$ cat config.mk
export PLATFORM = sky130hd
export DESIGN_NAME = sorted_priority_queue
export DESIGN_NICKNAME = d
export VERILOG_FILES = /design/src/rtl/core/spq_pkg.sv /design/src/rtl/core/spq_cell.sv /design/src/rtl/core/sorted_priority_queue.sv
export SDC_FILE = /design/constraint.sdc
export NUM_CORES = 1
export LEC_CHECK = 0
export BUFFER_PORTS_ARGS = -buffer_cell sky130_fd_sc_hd__clkbuf_2
export CAP_MARGIN = 25
export CORE_MARGIN = 2
export CORE_UTILIZATION = 50
export CTS_CLUSTER_DIAMETER = 50
export DETAILED_ROUTE_END_ITERATION = 12
export HOLD_SLACK_MARGIN = 0.1
export PLACE_DENSITY = 0.73
export REMOVE_ABC_BUFFERS = 1
export SLEW_MARGIN = 20
export SYNTH_ARGS = -nofsm -noshare
export SYNTH_HDL_FRONTEND = slang
export SYNTH_HIERARCHICAL = 1
export SYNTH_SLANG_ARGS = --single-unit
$ cat constraint.sdc
create_clock -name aclk -period 6.64 [get_ports aclk]
set_input_delay 0.996 -clock aclk [delete_from_list [all_inputs] [get_ports aclk]]
set_output_delay 0.996 -clock aclk [all_outputs]
set_load 0.005 [all_outputs]
$ cat src/rtl/core/spq_pkg.sv
// ---------------------------------------------------------------------------
// spq_pkg
// Shared types and constants for the sorted priority queue cell chain.
// ---------------------------------------------------------------------------
`default_nettype none

package spq_pkg;

    // Field widths
    localparam int ELEM_W   = 16;
    localparam int PRIO_W   = 8;
    localparam int STATUS_W = 2;

    // Default number of cells
    localparam int QUEUE_DEPTH_DEF = 16;

    // Operation codes
    localparam logic OP_INSERT = 1'b0;
    localparam logic OP_DELETE = 1'b1;

    // Status codes
    localparam logic [STATUS_W-1:0] ST_DONE      = 2'd0;
    localparam logic [STATUS_W-1:0] ST_OVERFLOW  = 2'd1;
    localparam logic [STATUS_W-1:0] ST_UNDERFLOW = 2'd2;

    // One queue entry
    typedef struct packed {
        logic [ELEM_W-1:0] element;
        logic [PRIO_W-1:0] priority_val;
    } entry_t;

    // What a cell loads on the next edge
    typedef enum logic [1:0] {
        CELL_HOLD,
        CELL_LOAD_NEW,
        CELL_LOAD_LEFT,
        CELL_LOAD_RIGHT
    } cell_cmd_t;

    // Control handed from the chain controller to each cell
    typedef struct packed {
        cell_cmd_t cmd;
        logic      occupied;
    } cell_ctrl_t;

endpackage

`default_nettype wire

$ cat src/rtl/core/spq_cell.sv
// ---------------------------------------------------------------------------
// spq_cell
// One slot of the sorted chain: holds an entry, flags whether a new entry
// belongs at or ahead of it, and loads from the new beat or a neighbor.
// ---------------------------------------------------------------------------
`default_nettype none

module spq_cell (
    input  wire logic               aclk,
    input  wire spq_pkg::cell_ctrl_t ctrl,
    input  wire spq_pkg::entry_t    new_entry,
    input  wire spq_pkg::entry_t    left_entry,
    input  wire spq_pkg::entry_t    right_entry,
    output spq_pkg::entry_t         entry,
    output logic                    yield
);
    import spq_pkg::*;

    entry_t entry_reg;
    entry_t entry_next;

    // Yield the slot when it is empty or holds a priority at or above the new one
    assign yield = !ctrl.occupied || (entry_reg.priority_val >= new_entry.priority_val);

    // Select the next contents
    always_comb begin
        case (ctrl.cmd)
            CELL_LOAD_NEW:   entry_next = new_entry;
            CELL_LOAD_LEFT:  entry_next = left_entry;
            CELL_LOAD_RIGHT: entry_next = right_entry;
            default:         entry_next = entry_reg;
        endcase
    end

    // Hold the entry
    always_ff @(posedge aclk) begin
        entry_reg <= entry_next;
    end

    assign entry = entry_reg;

endmodule

`default_nettype wire

$ cat src/rtl/core/sorted_priority_queue.sv
// ---------------------------------------------------------------------------
// sorted_priority_queue
// Bounded priority queue held as a sorted row of cells.
// ---------------------------------------------------------------------------
// Each beat on the s_ side is an insert or a delete and produces exactly one
// result beat on the m_ side in the next cycle. The queue is a row of
// QUEUE_DEPTH cells kept in ascending priority order; every cell decides in
// the same cycle whether to hold, take the new entry or take a neighbor's
// entry, so inserts and deletes update the whole row at once; a new beat is
// taken every cycle while the result register drains. The front cell always
// holds the smallest priority; among equal priorities the newest leaves
// first. Insert into a full queue returns overflow, delete from an empty one
// returns underflow with zero element and priority; neither changes the
// queue. Cell contents are not reset; only the entry count and m_valid are.
`default_nettype none

module sorted_priority_queue #(
    parameter int QUEUE_DEPTH = spq_pkg::QUEUE_DEPTH_DEF,
    parameter int CNT_W       = $clog2(QUEUE_DEPTH + 1)
) (
    input  wire logic                          aclk,
    input  wire logic                          aresetn,
    input  wire logic                          s_valid,
    output logic                               s_ready,
    input  wire logic                          s_operation,
    input  wire logic [spq_pkg::ELEM_W-1:0]    s_element,
    input  wire logic [spq_pkg::PRIO_W-1:0]    s_priority_req,
    output logic                               m_valid,
    input  wire logic                          m_ready,
    output logic [spq_pkg::ELEM_W-1:0]         m_out_element,
    output logic [spq_pkg::PRIO_W-1:0]         m_out_priority,
    output logic [spq_pkg::STATUS_W-1:0]       m_status,
    output logic [CNT_W-1:0]                   m_entries_held
);
    import spq_pkg::*;

    logic [CNT_W-1:0]    count_reg, count_next;
    logic                m_valid_reg;
    logic [ELEM_W-1:0]   out_element_reg, out_element_next;
    logic [PRIO_W-1:0]   out_priority_reg, out_priority_next;
    logic [STATUS_W-1:0] status_reg, status_next;

    logic       accept;
    logic       full;
    logic       empty;
    logic       do_insert;
    logic       do_delete;
    entry_t     new_entry;
    entry_t     cell_q   [QUEUE_DEPTH];
    logic       yield    [QUEUE_DEPTH];
    cell_ctrl_t ctrl     [QUEUE_DEPTH];

    assign s_ready   = !m_valid_reg || m_ready;
    assign accept    = s_valid && s_ready;
    assign full      = (count_reg == CNT_W'(QUEUE_DEPTH));
    assign empty     = (count_reg == '0);
    assign do_insert = accept && (s_operation == OP_INSERT) && !full;
    assign do_delete = accept && (s_operation == OP_DELETE) && !empty;

    assign new_entry.element      = s_element;
    assign new_entry.priority_val = s_priority_req;

    // Build the cell row
    for (genvar i = 0; i < QUEUE_DEPTH; i++) begin : g_cell
        // Decide each cell's move from its own and its left neighbor's yield
        always_comb begin
            ctrl[i].occupied = (CNT_W'(i) < count_reg);
            ctrl[i].cmd      = CELL_HOLD;
            if (do_insert) begin
                if (i > 0 && yield[(i > 0) ? i - 1 : 0]) begin
                    ctrl[i].cmd = CELL_LOAD_LEFT;
                end else if (yield[i]) begin
                    ctrl[i].cmd = CELL_LOAD_NEW;
                end
            end else if (do_delete) begin
                ctrl[i].cmd = CELL_LOAD_RIGHT;
            end
        end

        spq_cell u_cell (
            .aclk        (aclk),
            .ctrl        (ctrl[i]),
            .new_entry   (new_entry),
            .left_entry  (cell_q[(i > 0) ? i - 1 : 0]),
            .right_entry (cell_q[(i < QUEUE_DEPTH - 1) ? i + 1 : QUEUE_DEPTH - 1]),
            .entry       (cell_q[i]),
            .yield       (yield[i])
        );
    end

    // Form the result beat and the new count
    always_comb begin
        count_next        = count_reg;
        out_element_next  = '0;
        out_priority_next = '0;
        status_next       = ST_DONE;
        if (do_insert) begin
            count_next = count_reg + CNT_W'(1);
        end else if (do_delete) begin
            count_next        = count_reg - CNT_W'(1);
            out_element_next  = cell_q[0].element;
            out_priority_next = cell_q[0].priority_val;
        end else if (s_operation == OP_INSERT) begin
            status_next = ST_OVERFLOW;
        end else begin
            status_next = ST_UNDERFLOW;
        end
    end

    // Hold count and result register
    always_ff @(posedge aclk) begin
        if (!aresetn) begin
            count_reg   <= '0;
            m_valid_reg <= 1'b0;
        end else begin
            count_reg <= count_next;
            if (accept) begin
                m_valid_reg <= 1'b1;
            end else if (m_ready) begin
                m_valid_reg <= 1'b0;
            end
        end
        if (accept) begin
            out_element_reg  <= out_element_next;
            out_priority_reg <= out_priority_next;
            status_reg       <= status_next;
        end
    end

    assign m_valid        = m_valid_reg;
    assign m_out_element  = out_element_reg;
    assign m_out_priority = out_priority_reg;
    assign m_status       = status_reg;
    assign m_entries_held = count_reg;

`ifndef ASSERT_OFF
    // Count never exceeds the number of cells
    a_count_bound: assert property (@(posedge aclk) disable iff (!aresetn)
        count_reg <= CNT_W'(QUEUE_DEPTH))
        else $error("entry count above depth");

    // Front two cells stay in priority order
    a_front_sorted: assert property (@(posedge aclk) disable iff (!aresetn)
        (count_reg >= CNT_W'(2)) |-> (cell_q[0].priority_val <= cell_q[1].priority_val))
        else $error("front cells out of order");

    // A rejected beat leaves the count unchanged
    a_reject_hold: assert property (@(posedge aclk) disable iff (!aresetn)
        (accept && !do_insert && !do_delete) |=> $stable(count_reg))
        else $error("count moved on rejected beat");

    // Underflow reports carry zero payload
    a_underflow_zero: assert property (@(posedge aclk) disable iff (!aresetn)
        (m_valid && m_status == ST_UNDERFLOW) |-> (m_out_element == '0 && m_out_priority == '0))
        else $error("underflow with nonzero payload");
`endif

endmodule

`default_nettype wire
Yosys cells after proc, flatten, opt, wreduce, memory -nomap -nowiden
Cells that the tools add are included.
{"block": "totals", "memories": 0, "in_bits": 29, "mem_bits_ro": 0, "regBits": 416, "out_inout_bits": 33, "word_cells": 251, "ramBits": 0, "latchBits": 0}
{"block": "op_classes", "n_mux": 69, "shifts": 0, "n_lt_le_gt_ge": 32, "eq_ne": 47, "bitwise_logic": 2, "n_div": 0, "reduce_logical": 62, "multipliers": 0, "addsub": 2}
{"op": "case mux 24 bit (3 select lines)", "count": 14}
{"op": ">= comparator 8 bit", "count": 16}
{"op": "case mux 24 bit (2 select lines)", "count": 2}
{"op": "two-way mux 2 bit", "count": 33}
{"op": "== test 2 bit, second input constant", "count": 30}
{"op": "nonzero test 3 bit", "count": 14}
{"op": "< comparator 4 x 5 -> 1 bit, first input constant", "count": 8}
{"op": "== test 2 x 1 -> 1 bit, second input constant", "count": 16}
{"op": "< comparator 3 x 5 -> 1 bit, first input constant", "count": 4}
{"op": "logical NOT 1 bit", "count": 19}
{"op": "two-way mux 1 bit", "count": 18}
{"op": "logical OR 1 bit", "count": 17}
{"op": "< comparator 1 x 5 -> 1 bit, first input constant", "count": 2}
{"op": "< comparator 2 x 5 -> 1 bit, first input constant", "count": 2}
{"op": "two-way mux 5 bit", "count": 2}
{"op": "nonzero test 2 bit", "count": 4}
{"op": "adder 5 x 1 -> 5 bit, second input constant", "count": 1}
{"op": "== test 5 bit, second input constant", "count": 1}
{"op": "logical AND 1 bit", "count": 5}
{"op": "logical NOT 5 bit", "count": 1}
{"op": "subtractor 5 x 1 -> 5 bit, second input constant", "count": 1}
{"op": "OR reduction 2 bit", "count": 2}
{"op": "inverter 1 bit", "count": 2}

Logic depth before layout (Yosys ltp)
{"block": "depth", "depth_word": 9, "depth_mapped": 14, "mapped_depth_nobuf": 11}

Cells and area by module
Netlist, hierarchy kept.
{"mod": "spq_cell at g_cell[0].u_cell ...", "cells_per_inst": 131, "seq_area_each_um2": 720.7, "area_per_inst_um2": 1443.9, "instances": 13}
{"mod": "spq_cell at g_cell[7].u_cell ...", "cells_per_inst": 131, "seq_area_each_um2": 720.7, "area_per_inst_um2": 1455.1, "instances": 3}
{"mod": "sorted_priority_queue", "cells_per_inst": 187, "seq_area_each_um2": 900.9, "area_per_inst_um2": 1775.5, "instances": 1}

Worst setup path before layout
No wires, ideal clock.
{"block": "synth_timing", "path_type": "input-to-reg", "from": "input s_priority_req[7] in the netlist's numbering", "to": "register g_cell[15].u_cell.entry_reg, in the netlist g_cell[15].u_cell/entry[0], enable pin", "stages": 10, "path_buffers": 2, "t_arrival_ns": 3.084, "setup_time_ns": 0.382, "setup_slack_ns": 3.174, "required_time_ns": 6.258, "cell_sequence": "inv_1 ha_1 and4_4 a2111oi_2 o31ai_1 nand3b_1 nand2_1 buf_4 buf_8 or2_1"}
{"element": "start, declared", "line_no": "sorted_priority_queue.sv:27", "rtl": "input wire logic [spq_pkg::PRIO_W-1:0] s_priority_req,"}
{"element": "end signal, assigned", "line_no": "spq_cell.sv:37", "rtl": "entry_reg <= entry_next;"}
{"element": "end, declared", "line_no": "spq_cell.sv:19", "rtl": "entry_t entry_reg;"}

==> results.toml <==
[status]
status = "completed"

[worst_setup_path]
end_kind = "flip-flop"
startpoint_type = "primary input"
required_ns = 6.84
critPathTopFamily = "compound AO/OA/AOI/OAI gates"
timing.rr.end = "g_cell[8].u_cell/entry[4]"
r2r_start = "m_entries_held[0]"
max_stage_delay_ns = 0.59
path_class = "primary input to flip-flop"
reg2reg_slack_ns = 2.91
slowest_stage = "or2_2"
path_cells = "clkbuf_2 -> inv_1 -> ha_1 -> nor2b_1 -> o211a_1 -> a211oi_2 -> o21ai_1 -> o21ai_2 -> buf_4 -> or2_2"
cp_max_fo = 32
worst-endpoint-arrival_ns = 4.36
reg2reg_depth = 9
path_buf_inv = 3

[clocking]
clk_pin_slew_ns = 0.06
cts_sinks = 416
cts_max_path_buffers = 3
cts_resized = 0
htreeDepth = 2
post-cts-setup-buffer-count = 0
hold_buffers = 0
cts_inserted_buffers = 48
clockRootBuffer = "clkbuf_16"
insertion_delay_ns = 0.58
cts_tree = "yes"

[sta]
finalSetupViolCount = 0
finalCriticalPeriod_ns = 4.15
slew_headroom = 0.379
finalHoldViolations = 0
fmax_mhz = 241
fin_crit_sh = 0.626
rsz0062_at_grt = "false"
worst_pin_slew_ns = 0.932
skew_ns = 0.0200
fin_tns_setup_ns = 0
timing.hold.ws_ns = 0.586
maxSlewViolCount = 0

[logic_synthesis]
synth_area_mm2 = 0.0249
ys_seq_area_frac = 0.499
ys_types = 47
synth-edff-count = 410
synth_ff_type = "edfxtp_1"
yosysWarningCount = 6
synth_async_sr_flop_share = 0
synth_seq_cells = 416
syn_inst = 2283
synth.avg_cell_area_um2 = 10.9

[grt]
grt_start_max_net_pins = 78
gr-usage-met3 = 0.0345
grt_overflow = 0
grtUsageMet2 = 0.401
grt_pass1_wl_um = 89700
grt_use_met1 = 0.263
grtUsageTotal = 0.218
grt_busiest_layer = "met2"
first_global_vias = 17078
antenna_found_initial = 2

[min_path]
worstHoldStart = "g_cell[0].u_cell/entry[9]"
worstHoldPathCells = 1
hold_path_class = "flip-flop to flip-flop"
hold_end = "m_out_element[1]"

[die]
boundaryPins = 62
num_rows = 81
die-area_mm2 = 0.0516
start_util = 0.508
die_h_um = 227
dieWidth_um = 227
core_area_mm2 = 0.0491

[placed_design]
io_buffers = 61
dp_hpwl_um = 40400
place_area_mm2 = 0.0253
gp_congestion = 0.837

[pwr]
p_comb_frac = 0.216
leakage_nw = 10.1
powerDensity_mw_per_mm2 = 306
power_frac_clock = 0.318
p_int_mw = 5.72
p_switching_mw = 2.50
peakVddDrop_mv = 0.208
seq_power_share = 0.466
switching_share = 0.304

[drt]
drtIter0Drc = 1081
detail-route-antenna-nets = 0
num_vias = 16753
first_pass_iters = 5
drc = 0
via_per_inst = 5.60
wire_per_inst_um = 18.7
drt-total-wl_um = 55800

[finish]
largest_reg_flops = 384
diodes = 0
final_nets = 2449
syn_to_final_growth_pct = 8.04
final_common_cell = "edfxtp_1"
final_cell_mix = "edfxtp_1 (410), nor2_1 (404), a21oi_1 (392)"
drive_gt1_frac = 0.100
final_cell_area_mm2 = 0.0269

[job]
max-cap-violations = 0
==> routing by layer <==
| metal | part of all wire | up-vias |
|---|---|---|
| met3 | 0.038 | 114 |
| met5 | 0.00047 | - |
| met1 | 0.42 | 7914 |
| li1 | - | 8381 |
| met4 | 0.023 | 4 |
| met2 | 0.52 | 340 |
==> cells in the mapped netlist, types with 2 or more instances <==
cell type / instances / area (um^2)
or2_2: 3 / 18.8
ha_1: 131 / 1640
and2_1: 25 / 156
o31ai_1: 13 / 97.6
a2111oi_2: 13 / 195
edfxtp_1: 410 / 12300
nand4_1: 19 / 119
buf_2: 35 / 175
buf_6: 4 / 45.0
inv_1: 149 / 559
buf_12: 6 / 120
nor2_1: 404 / 1520
nand3_1: 2 / 10.0
or2_1: 13 / 81.3
buf_8: 26 / 390
nand2b_1: 17 / 106
o21ai_1: 3 / 15.0
a211oi_2: 4 / 50.1
and4_4: 13 / 146
buf_4: 16 / 120
or3_1: 4 / 25.0
a21oi_1: 392 / 1960
o211a_1: 3 / 30.0
a31o_2: 4 / 35.0
nor2b_1: 5 / 31.3
nand3b_1: 4 / 30.0
a2111oi_0: 13 / 114
a21o_1: 20 / 150
nand2_1: 37 / 139
clkbuf_1: 56 / 210
o211ai_1: 2 / 15.0
dfxtp_1: 6 / 120
o21ai_0: 19 / 95.1
o21a_1: 13 / 97.6
mux2i_1: 387 / 3870
==> worst max path at each step <==
stage,start,cells past startpoint,to
6_report,s_priority_req[1],10,g_cell[8].u_cell/entry[4]
5_1_grt,s_priority_req[0],8,g_cell[7].u_cell/entry[5]
4_1_cts,s_priority_req[0],8,g_cell[4].u_cell/entry[4]
3_5_place_dp,s_priority_req[0],8,g_cell[5].u_cell/entry[21]
3_3_place_gp,s_priority_req[0],8,g_cell[5].u_cell/entry[4]
2_1_floorplan,s_operation,5,g_cell[10].u_cell/entry[0]
==> metrics by stage <==
step	setup WS, ns	power [mW]	utilization	cells
after floorplan	0.882	5.08	-	2140
after global placement	1.91	5.53	0.516	2899
after detailed placement	1.74	5.65	0.516	2900
after CTS	2.31	8.26	0.548	2988
after global routing	2.32	8.62	0.549	2991
final	2.49	8.22	0.549	2991
==> kinds of logic after synthesis <==
family                     after synthesis  synth area share
buffers and inverters                  293            0.0652
muxes                                  387             0.155
AOI/OAI and AO/OA                      506             0.117
and+or+nand+nor                        550            0.0970
DFF                                    416             0.499
adders and majority gates              131            0.0658
==> power groups by stage <==
| stage | registers, mW | clock network (mW) | logic [mW] |
|---|---|---|---|
| global route | 3.88 | 2.75 | 1.99 |
| finish | 3.83 | 2.61 | 1.78 |
| detailed placement | 3.90 | 0 | 1.75 |
| global placement | 3.90 | 0 | 1.63 |
| CTS | 3.85 | 2.66 | 1.76 |
| floorplan | 3.72 | 0 | 1.36 |
==> area by class of cell <==
cell class	count	area (um^2)
clock inverter	30	304
fill	4242	22100
clock buffer	58	1240
sequential	416	12400
tap	664	831
inverter	150	563
multi-input combinational	1574	10900
timing repair buffer	99	621
No activity file was read; power rests on OpenSTA's default activity.
